==> src/rtl/core/setq_pkg.sv <==
// setq_pkg: shared types and codes for the sorted expiry timer queue
// holds the request, status and sequencer state codes and the result struct
// depends on nothing
`default_nettype none

package setq_pkg;

  // slot id space is fixed by the 4-bit timer id field
  localparam int unsigned ID_W      = 4;
  localparam int unsigned ID_COUNT  = 16;
  localparam int unsigned REQ_W     = 2;
  localparam int unsigned STATUS_W  = 3;
  localparam int unsigned FIELD_T_W = 32;

  typedef enum logic [REQ_W-1:0] {
    REQ_ADD    = 2'd0,
    REQ_ADJUST = 2'd1,
    REQ_DELETE = 2'd2,
    REQ_TICK   = 2'd3
  } req_e;

  typedef enum logic [STATUS_W-1:0] {
    ST_OK          = 3'd0,
    ST_FULL        = 3'd1,
    ST_NOT_PRESENT = 3'd2,
    ST_ALREADY     = 3'd3,
    ST_EXPIRED     = 3'd4,
    ST_NONE_DUE    = 3'd5
  } status_e;

  typedef enum logic [3:0] {
    S_IDLE,
    S_RM_RD,
    S_RM_CHK,
    S_RM_END,
    S_IN_CHK,
    S_IN_RDE,
    S_IN_CMP,
    S_IN_PUT,
    S_TK_RD0,
    S_TK_RDE,
    S_TK_CMP,
    S_TK_POP,
    S_EMIT
  } state_e;

  typedef struct packed {
    status_e         status;
    logic [ID_W-1:0] id;
    logic            last;
  } res_t;

endpackage

`default_nettype wire

==> src/rtl/core/setq_ram.sv <==
// setq_ram: simple dual port memory, one write and one registered read per cycle
// used for the ordered id list and the per-id expiry store
// depends on nothing
`default_nettype none

module setq_ram #(
  parameter int unsigned WIDTH = 4,
  parameter int unsigned DEPTH = 16
) (
  input  wire logic                     clk_i,
  input  wire logic                     we_i,
  input  wire logic [$clog2(DEPTH)-1:0] waddr_i,
  input  wire logic [WIDTH-1:0]         wdata_i,
  input  wire logic                     re_i,
  input  wire logic [$clog2(DEPTH)-1:0] raddr_i,
  output logic      [WIDTH-1:0]         rdata_o
);

  logic [WIDTH-1:0] mem_q [DEPTH];

  // write port
  always_ff @(posedge clk_i) begin
    if (we_i) begin
      mem_q[waddr_i] <= wdata_i;
    end
  end

  // registered read port, holds its data when not enabled
  always_ff @(posedge clk_i) begin
    if (re_i) begin
      rdata_o <= mem_q[raddr_i];
    end
  end

endmodule

`default_nettype wire

==> src/rtl/core/sorted_expiry_timer_queue.sv <==
// sorted_expiry_timer_queue: top level of the ascending sorted timer list
// depends on setq_pkg and setq_ram (order list and expiry store)
`default_nettype none

// Keeps up to min(DEPTH, 16) timers sorted by expiry, one per 4-bit slot id.
// Requests: add, adjust (remove and re-insert under the new expiry), delete,
// and tick, which pops every head timer due at now_time and gives one item
// per popped id, the final one marked last, or one none-expired item. One
// request is worked at a time by a sequencer that walks the order list in
// memory one entry per step, reusing a single expiry comparator; in_stall_o
// is high until the request's last result has been handed to the output
// register. Add walks from the tail past every entry with a later expiry;
// adjust and delete first scan the whole list to remove the id, adjust
// then walks the remaining entries to re-insert it; a tick re-reads the
// head after each pop, and each pop is a removal scan. A rejected request
// needs no walk at all. Each emitted item waits while the output register
// holds an item that is not taken (out_valid_o and out_stall_i high).
// There is no clearing pass after reset: only the state and return state,
// present bits, entry count, found and pending flags and output valid are reset.
module sorted_expiry_timer_queue #(
  parameter int unsigned DEPTH     = 16,
  parameter int unsigned TIME_BITS = 32
) (
  input  wire logic                               clk_i,
  input  wire logic                               rst_ni,
  input  wire logic                               in_valid_i,
  output logic                                    in_stall_o,
  input  wire logic [setq_pkg::REQ_W-1:0]         req_type_i,
  input  wire logic [setq_pkg::ID_W-1:0]          timer_id_i,
  input  wire logic [setq_pkg::FIELD_T_W-1:0]     expire_time_i,
  input  wire logic [setq_pkg::FIELD_T_W-1:0]     now_time_i,
  output logic                                    out_valid_o,
  input  wire logic                               out_stall_i,
  output logic      [setq_pkg::STATUS_W-1:0]      status_o,
  output logic      [setq_pkg::ID_W-1:0]          expired_id_o,
  output logic                                    last_o
);

  localparam int unsigned IdCount = setq_pkg::ID_COUNT;
  localparam int unsigned Cap     = (DEPTH < IdCount) ? DEPTH : IdCount;
  localparam int unsigned IdxW    = $clog2(Cap);
  localparam int unsigned CntW    = $clog2(Cap + 1);
  localparam int unsigned IdW     = setq_pkg::ID_W;

  setq_pkg::state_e state_q, state_d, ret_q, ret_d;
  setq_pkg::req_e   op_q, op_d, req_in;
  setq_pkg::res_t   res_q, res_d, out_q;

  logic [IdCount-1:0]   present_q, present_d;
  logic [CntW-1:0]      count_q, count_d;
  logic [CntW-1:0]      i_q, i_d, j_q, j_d;
  logic                 found_q, found_d;
  logic                 pend_q, pend_d;
  logic [IdW-1:0]       id_q, id_d;
  logic [TIME_BITS-1:0] key_q, key_d;
  logic                 out_valid_q;

  logic                 in_acc, out_free, lt, due;

  // memory ports
  logic                 ord_we, ord_re;
  logic [IdxW-1:0]      ord_waddr, ord_raddr;
  logic [IdW-1:0]       ord_wdata, ord_rd;
  logic                 exp_we, exp_re;
  logic [IdW-1:0]       exp_raddr;
  logic [TIME_BITS-1:0] exp_rd;

  assign req_in     = setq_pkg::req_e'(req_type_i);
  assign in_stall_o = (state_q != setq_pkg::S_IDLE);
  assign in_acc     = in_valid_i && (state_q == setq_pkg::S_IDLE);
  assign out_free   = !out_valid_q || !out_stall_i;

  // shared expiry comparator: key below the stored expiry
  assign lt  = key_q < exp_rd;
  assign due = (count_q != '0) && !lt;

  // order list, ids in expiry order
  setq_ram #(
    .WIDTH (IdW),
    .DEPTH (Cap)
  ) u_order (
    .clk_i   (clk_i),
    .we_i    (ord_we),
    .waddr_i (ord_waddr),
    .wdata_i (ord_wdata),
    .re_i    (ord_re),
    .raddr_i (ord_raddr),
    .rdata_o (ord_rd)
  );

  // expiry of each slot id
  setq_ram #(
    .WIDTH (TIME_BITS),
    .DEPTH (IdCount)
  ) u_expiry (
    .clk_i   (clk_i),
    .we_i    (exp_we),
    .waddr_i (id_q),
    .wdata_i (key_q),
    .re_i    (exp_re),
    .raddr_i (exp_raddr),
    .rdata_o (exp_rd)
  );

  // next state
  always_comb begin
    state_d = state_q;
    unique case (state_q)
      setq_pkg::S_IDLE: begin
        if (in_acc) begin
          unique case (req_in)
            setq_pkg::REQ_ADD: begin
              if (present_q[timer_id_i] || (count_q >= CntW'(Cap))) begin
                state_d = setq_pkg::S_EMIT;
              end else begin
                state_d = setq_pkg::S_IN_CHK;
              end
            end
            setq_pkg::REQ_ADJUST, setq_pkg::REQ_DELETE: begin
              state_d = present_q[timer_id_i] ? setq_pkg::S_RM_RD : setq_pkg::S_EMIT;
            end
            setq_pkg::REQ_TICK: state_d = setq_pkg::S_TK_RD0;
          endcase
        end
      end
      setq_pkg::S_RM_RD:  state_d = (i_q == count_q) ? setq_pkg::S_RM_END : setq_pkg::S_RM_CHK;
      setq_pkg::S_RM_CHK: state_d = setq_pkg::S_RM_RD;
      setq_pkg::S_RM_END: begin
        unique case (op_q)
          setq_pkg::REQ_ADJUST: state_d = setq_pkg::S_IN_CHK;
          setq_pkg::REQ_TICK:   state_d = setq_pkg::S_TK_RD0;
          setq_pkg::REQ_ADD,
          setq_pkg::REQ_DELETE: state_d = setq_pkg::S_EMIT;
        endcase
      end
      setq_pkg::S_IN_CHK: state_d = (j_q == '0) ? setq_pkg::S_IN_PUT : setq_pkg::S_IN_RDE;
      setq_pkg::S_IN_RDE: state_d = setq_pkg::S_IN_CMP;
      setq_pkg::S_IN_CMP: state_d = lt ? setq_pkg::S_IN_CHK : setq_pkg::S_IN_PUT;
      setq_pkg::S_IN_PUT: state_d = setq_pkg::S_EMIT;
      setq_pkg::S_TK_RD0: state_d = setq_pkg::S_TK_RDE;
      setq_pkg::S_TK_RDE: state_d = setq_pkg::S_TK_CMP;
      setq_pkg::S_TK_CMP: state_d = (pend_q || !due) ? setq_pkg::S_EMIT : setq_pkg::S_TK_POP;
      setq_pkg::S_TK_POP: state_d = setq_pkg::S_RM_RD;
      setq_pkg::S_EMIT:   state_d = out_free ? ret_q : setq_pkg::S_EMIT;
      default:            state_d = setq_pkg::S_IDLE;
    endcase
  end

  // datapath and memory controls
  always_comb begin
    op_d      = op_q;
    ret_d     = ret_q;
    res_d     = res_q;
    present_d = present_q;
    count_d   = count_q;
    i_d       = i_q;
    j_d       = j_q;
    found_d   = found_q;
    pend_d    = pend_q;
    id_d      = id_q;
    key_d     = key_q;
    ord_we    = 1'b0;
    ord_re    = 1'b0;
    ord_waddr = i_q[IdxW-1:0];
    ord_raddr = i_q[IdxW-1:0];
    ord_wdata = ord_rd;
    exp_we    = 1'b0;
    exp_re    = 1'b0;
    exp_raddr = ord_rd;
    unique case (state_q)
      setq_pkg::S_IDLE: begin
        if (in_acc) begin
          op_d    = req_in;
          id_d    = timer_id_i;
          key_d   = (req_in == setq_pkg::REQ_TICK) ? TIME_BITS'(now_time_i)
                                                   : TIME_BITS'(expire_time_i);
          ret_d   = setq_pkg::S_IDLE;
          i_d     = '0;
          j_d     = count_q;
          found_d = 1'b0;
          pend_d  = 1'b0;
          res_d   = '{status: setq_pkg::ST_OK, id: '0, last: 1'b1};
          unique case (req_in)
            setq_pkg::REQ_ADD: begin
              if (present_q[timer_id_i]) begin
                res_d.status = setq_pkg::ST_ALREADY;
              end else if (count_q >= CntW'(Cap)) begin
                res_d.status = setq_pkg::ST_FULL;
              end
            end
            setq_pkg::REQ_ADJUST, setq_pkg::REQ_DELETE: begin
              if (!present_q[timer_id_i]) begin
                res_d.status = setq_pkg::ST_NOT_PRESENT;
              end
            end
            setq_pkg::REQ_TICK: ;
          endcase
        end
      end
      // removal scan: find the id, then pull later entries one place forward
      setq_pkg::S_RM_RD: begin
        ord_re    = (i_q != count_q);
        ord_raddr = i_q[IdxW-1:0];
      end
      setq_pkg::S_RM_CHK: begin
        if (found_q) begin
          ord_we    = 1'b1;
          ord_waddr = IdxW'(i_q - CntW'(1));
          ord_wdata = ord_rd;
        end else if (ord_rd == id_q) begin
          found_d = 1'b1;
        end
        i_d = i_q + CntW'(1);
      end
      setq_pkg::S_RM_END: begin
        count_d = count_q - CntW'(1);
        j_d     = count_q - CntW'(1);
        if (op_q == setq_pkg::REQ_DELETE) begin
          present_d[id_q] = 1'b0;
        end
      end
      // insertion walk from the tail: shift later expiries back by one
      setq_pkg::S_IN_CHK: begin
        ord_re    = (j_q != '0);
        ord_raddr = IdxW'(j_q - CntW'(1));
      end
      setq_pkg::S_IN_RDE: begin
        exp_re    = 1'b1;
        exp_raddr = ord_rd;
      end
      setq_pkg::S_IN_CMP: begin
        if (lt) begin
          ord_we    = 1'b1;
          ord_waddr = j_q[IdxW-1:0];
          ord_wdata = ord_rd;
          j_d       = j_q - CntW'(1);
        end
      end
      setq_pkg::S_IN_PUT: begin
        ord_we        = 1'b1;
        ord_waddr     = j_q[IdxW-1:0];
        ord_wdata     = id_q;
        exp_we        = 1'b1;
        count_d       = count_q + CntW'(1);
        present_d[id_q] = 1'b1;
      end
      // tick: look at the head timer
      setq_pkg::S_TK_RD0: begin
        ord_re    = 1'b1;
        ord_raddr = '0;
      end
      setq_pkg::S_TK_RDE: begin
        exp_re    = 1'b1;
        exp_raddr = ord_rd;
      end
      setq_pkg::S_TK_CMP: begin
        if (pend_q) begin
          // the previous pop is reported once we know whether another follows
          res_d = '{status: setq_pkg::ST_EXPIRED, id: id_q, last: !due};
          ret_d = due ? setq_pkg::S_TK_POP : setq_pkg::S_IDLE;
        end else begin
          res_d = '{status: setq_pkg::ST_NONE_DUE, id: '0, last: 1'b1};
          ret_d = setq_pkg::S_IDLE;
        end
      end
      setq_pkg::S_TK_POP: begin
        id_d             = ord_rd;
        present_d[ord_rd] = 1'b0;
        pend_d           = 1'b1;
        i_d              = '0;
        found_d          = 1'b0;
      end
      setq_pkg::S_EMIT: ;
      default: ;
    endcase
  end

  // control registers
  always_ff @(posedge clk_i or negedge rst_ni) begin
    if (!rst_ni) begin
      state_q   <= setq_pkg::S_IDLE;
      ret_q     <= setq_pkg::S_IDLE;
      present_q <= '0;
      count_q   <= '0;
      found_q   <= 1'b0;
      pend_q    <= 1'b0;
    end else begin
      state_q   <= state_d;
      ret_q     <= ret_d;
      present_q <= present_d;
      count_q   <= count_d;
      found_q   <= found_d;
      pend_q    <= pend_d;
    end
  end

  // working registers
  always_ff @(posedge clk_i) begin
    op_q  <= op_d;
    res_q <= res_d;
    i_q   <= i_d;
    j_q   <= j_d;
    id_q  <= id_d;
    key_q <= key_d;
  end

  // output register
  always_ff @(posedge clk_i or negedge rst_ni) begin
    if (!rst_ni) begin
      out_valid_q <= 1'b0;
    end else if ((state_q == setq_pkg::S_EMIT) && out_free) begin
      out_valid_q <= 1'b1;
    end else if (!out_stall_i) begin
      out_valid_q <= 1'b0;
    end
  end

  always_ff @(posedge clk_i) begin
    if ((state_q == setq_pkg::S_EMIT) && out_free) begin
      out_q <= res_q;
    end
  end

  assign out_valid_o  = out_valid_q;
  assign status_o     = out_q.status;
  assign expired_id_o = out_q.id;
  assign last_o       = out_q.last;

`ifndef SYNTHESIS
  // list never grows past its capacity
  a_count_cap: assert property (@(posedge clk_i) disable iff (!rst_ni)
    count_q <= CntW'(Cap))
    else $error("entry count above capacity");

  // between requests the present bits agree with the entry count
  a_present_count: assert property (@(posedge clk_i) disable iff (!rst_ni)
    (state_q == setq_pkg::S_IDLE) |-> ($countones(present_q) == int'(count_q)))
    else $error("present bits and entry count disagree");

  // a removal scan always finds its id
  a_rm_found: assert property (@(posedge clk_i) disable iff (!rst_ni)
    (state_q == setq_pkg::S_RM_END) |-> found_q)
    else $error("removal scan ended without finding the id");

  // an insertion always has room
  a_ins_room: assert property (@(posedge clk_i) disable iff (!rst_ni)
    (state_q == setq_pkg::S_IN_PUT) |-> (count_q < CntW'(Cap)))
    else $error("insertion into a full list");
`endif

endmodule

`default_nettype wire

==> config.mk <==
export PLATFORM = sky130hd
export DESIGN_NAME = sorted_expiry_timer_queue
export DESIGN_NICKNAME = d
export VERILOG_FILES = /design/src/rtl/core/setq_pkg.sv /design/src/rtl/core/setq_ram.sv /design/src/rtl/core/sorted_expiry_timer_queue.sv
export SDC_FILE = /design/constraint.sdc
export NUM_CORES = 1
export LEC_CHECK = 0
export BUFFER_PORTS_ARGS = -buffer_cell sky130_fd_sc_hd__buf_2
export CORE_MARGIN = 1.5
export CORE_UTILIZATION = 56
export DETAILED_ROUTE_END_ITERATION = 6
export PLACE_DENSITY = 0.74
export SYNTH_ARGS = -nofsm -noshare
export SYNTH_HDL_FRONTEND = slang
export SYNTH_SLANG_ARGS = --single-unit
==> constraint.sdc <==
create_clock -name clk_i -period 4.2 [get_ports clk_i]
set_input_delay 0.84 -clock clk_i [delete_from_list [all_inputs] [get_ports clk_i]]
set_output_delay 0.84 -clock clk_i [all_outputs]
set_load 0.01 [all_outputs]
==> flow_metrics.py <==
metrics = {
    "synth": {
        "synth_edf_count": 676,
        "seq_area_frac_synth": 0.730,
        "synthMuxAreaShare": 0.162,
        "ys_types": 67,
        "synth-simple-area-share": 0.0339,
        "ys.flop_type": "edfxtp_1",
        "syn_avg_cell_area_um2": 19.9,
        "synth_xor_area_frac": 0.00669,
        "yosys_warnings": 0,
        "synthAdderAreaFrac": 0.0174,
        "synth_top_family_by_area": "multiplexers",
        "async_flop_share": 0.0411,
        "syn_area_um2": 28800,
        "synth-seq-cells": 705,
        "syn_nets": 1559,
        "syn_inst": 1445,
        "synth_compound_area_frac": 0.0340,
    },
    "worst_setup_path": {
        "slowest_delay_ps": 770,
        "path_delay_family": "compound AO/OA/AOI/OAI gates",
        "timing.critical_path.cells": "ha_1 > a21oi_1 > o21ai_1 > a221oi_1 > nand2_1 > o211ai_1 > nand4_1 > nor4_1 > buf_4",
        "crit_buf_inv": 1,
        "rr_worst_depth": 9,
        "r2r_slack_ps": 330,
        "crit_start": "key_q[19]",
        "cp.arrival_ps": 4190,
        "endpoint_kind": "flip-flop",
        "r2r_start": "key_q[19]",
        "cp-start-kind": "flip-flop",
        "setup.worst_path.class": "flip-flop to flip-flop",
        "worst_ep_required_time_ps": 4520,
        "regToRegEndpoint": "u_order.mem_q[5][3]",
        "worstPathMaxFanout": 17,
        "cp_slowest_cell": "a221oi_1",
    },
    "clock_tree": {
        "htreeDepth": 3,
        "post-cts-setup-buffer-count": 0,
        "cts-resized-gates": 0,
        "cts.sinks": 705,
        "clockRootBuffer": "clkbuf_16",
        "path_clk_slew_ps": 60,
        "hold_buffers": 0,
        "clkLatencyLatePin_ps": 610,
        "cts_tree": "built",
        "cts_made_buffers": 71,
        "clockBufferDepth": 3,
    },
    "finish": {
        "fin_area_um2": 32900,
        "layout-drive-gt1-share": 0.312,
        "area_growth_pct": 14.1,
        "final_cell_count_no_fill": 2317,
        "seqCellArea_um2": 21000,
        "layout.nets": 1701,
        "fin_util": 0.651,
        "multiInputGateArea_um2": 7430,
        "fillers": 3341,
        "diodes": 0,
    },
    "flow_run": {
        "drv_cap": 0,
    },
    "timing": {
        "fin_ws_ps": 328,
        "hold_viol": 0,
        "fin_setup_tns_ps": 0,
        "fin_crit_sh": 0.922,
        "max_slew_margin": 0.214,
        "slew_violations": 0,
        "rsz0062_at_grt": "false",
        "final.min_clock_period_ps": 3870,
        "finClkSkew_ps": 19.4,
        "worst_slew_pin_slew_ps": 1170,
        "hold-worst-slack_ps": 274,
        "setup_viol": 0,
        "fmax_mhz": 258,
    },
    "global_routing": {
        "grt_usage": 0.244,
        "gr-total-overflow": 0,
        "grt_antenna_before_repair": 0,
        "grt_first_pass_wirelength_mm": 93.9,
        "grt_max_degree": 104,
        "grt_pass1_vias": 15100,
    },
    "place": {
        "io_buffers": 83,
        "dp.cells": 2186,
        "globalplace.congestion": 0.867,
        "dp_hpwl_mm": 34.9,
        "dpl_cell_area_um2": 30600,
        "place_ws_ps": 383,
    },
    "power_and_ir_drop": {
        "p_leak_nw": 10.9,
        "p_per_area_nw_per_um2": 426,
        "swShare": 0.192,
        "vdd_ir_drop_max_mv": 0.303,
        "intPower_mw": 11.3,
        "totalPowerFinal_mw": 14.0,
        "p_sw_mw": 2.68,
        "power_frac_comb": 0.007,
        "clkPwrFrac": 0.451,
        "power_frac_seq": 0.542,
    },
    "die": {
        "coreArea_um2": 50500,
        "die_w_um": 230,
        "core.rowCount": 82,
        "die_area_um2": 52800,
        "ios": 84,
        "start_util": 0.571,
        "die_h_um": 230,
    },
    "route": {
        "vias_per_cell": 6.36,
        "drt-pass1-iter-count": 7,
        "drcViolationCount": 4,
        "dr.first_iter.drc_count": 1524,
        "postRouteAntennaNets": 0,
        "vias": 14700,
        "drt_wl_total_mm": 62.9,
        "wl_per_cell_um": 27.1,
    },
    "run_status": {
        "violations": "design-rule violations",
        "status": "complete, but fails checks",
    },
    "worst_hold_path": {
        "hold_path.class": "input port to async pin",
    },
}
-- worst reg2reg max path: cells and delay by family (launching register included) --
family	cells	cell delay, ps
DFF	1	590
and+or+nand+nor	3	960
AOI/OAI and AO/OA	4	1420
adders and majority gates	1	410
buffers and inverters	1	200
-- worst max-delay path by stage --
| stage | endpoint | slack, ps | cells past startpoint |
|---|---|---|---|
| 2_1_floorplan | u_expiry.mem_q[4][0] | 210 | 6 |
| 3_3_place_gp | u_order.mem_q[12][3] | 520 | 9 |
| 3_5_place_dp | u_order.mem_q[5][3] | 380 | 9 |
| 4_1_cts | u_order.mem_q[5][3] | 380 | 9 |
| 5_1_grt | u_order.mem_q[0][3] | 130 | 9 |
| 6_report | u_order.mem_q[5][3] | 330 | 9 |
-- power by group through the flow --
| stage | clock network, mW | registers, mW | logic (mW) |
|---|---|---|---|
| 2_1_floorplan | 0 | 7.74 | 0.0389 |
| 3_3_place_gp | 0 | 7.74 | 0.0965 |
| 3_5_place_dp | 0 | 7.74 | 0.0978 |
| 4_1_cts | 6.39 | 7.59 | 0.0988 |
| 5_1_grt | 6.64 | 7.59 | 0.105 |
| 6_report | 6.31 | 7.59 | 0.0958 |
-- kinds of logic (layout without fill, tap and decap cells) --
family,count (synthesis),count (layout)
DFF,705,705
muxes,234,234
adders and majority gates,40,40
xor gates and xnor gates,22,22
and+or+nand+nor,189,189
AOI/OAI and AO/OA,136,136
buffers and inverters,119,319
-- metal layers --
layer,vias to the layer above,part of all wire,track usage
met1,7609,0.39,0.338
li1,6267,-,-
met3,123,0.077,0.0389
met2,739,0.50,0.397
met4,0,0.031,0.0933
met5,-,0,0
-- cells in the mapped netlist (3+ instances only) --
master | n | area [um2]
dfrtp_1 | 29 | 726
a2bb2oi_1 | 3 | 26.3
a31oi_1 | 20 | 125
o31ai_1 | 3 | 22.5
o21ai_0 | 16 | 80.1
mux4_2 | 181 | 4080
inv_1 | 48 | 180
o22a_1 | 18 | 158
nand2b_1 | 11 | 68.8
nand4_1 | 4 | 25.0
nor2b_1 | 6 | 37.5
nor3_1 | 25 | 125
a211oi_1 | 4 | 30.0
mux2_2 | 40 | 450
o22ai_1 | 4 | 25.0
a22oi_1 | 3 | 22.5
xnor2_1 | 8 | 70.1
or2_2 | 3 | 18.8
o21ai_1 | 3 | 15.0
buf_2 | 18 | 90.1
nor2_1 | 40 | 150
buf_1 | 5 | 18.8
xor2_1 | 14 | 123
nor4_1 | 23 | 144
and3_1 | 7 | 43.8
nand3_1 | 8 | 40.0
mux2i_1 | 13 | 130
and2_1 | 5 | 31.3
clkbuf_1 | 46 | 173
ha_1 | 40 | 500
a21oi_1 | 34 | 170
nand2_1 | 45 | 169
edfxtp_1 | 676 | 20300
-- state kept, by name, indices dropped and copies added, names as in the netlist, 2 cells and up --
register,flops
u_order.mem_q,64
j_q,5
count_q,5
status_o,3
i_q,5
u_order.rdata_o,4
id_q,4
state_q,4
present_q,16
key_q,32
res_q,8
u_expiry.rdata_o,32
expired_id_o,4
op_q,2
u_expiry.mem_q,512
-- layout make-up --
type | count | share of cell area
Clock buffer | 84 | 0.0575
Multi-Input combinational cell | 621 | 0.226
Sequential cell | 705 | 0.640
Timing Repair Buffer | 139 | 0.0327
Tap cell | 672 | 0.0256
Inverter | 49 | 0.00559
Clock inverter | 47 | 0.0131
-- placed cells by master, fill, tap and decap left out, drive strengths merged, types with 34 or more instances in the layout --
cell type | synthesis | layout
buf | 24 | 139
clkinv | 0 | 34
edfxtp | 676 | 676
ha | 40 | 40
mux4 | 181 | 181
nand2 | 46 | 46
inv | 49 | 52
clkbuf | 46 | 84
mux2 | 40 | 40
a21oi | 35 | 35
nor2 | 42 | 42
No activity file was read; power rests on OpenSTA's default activity.
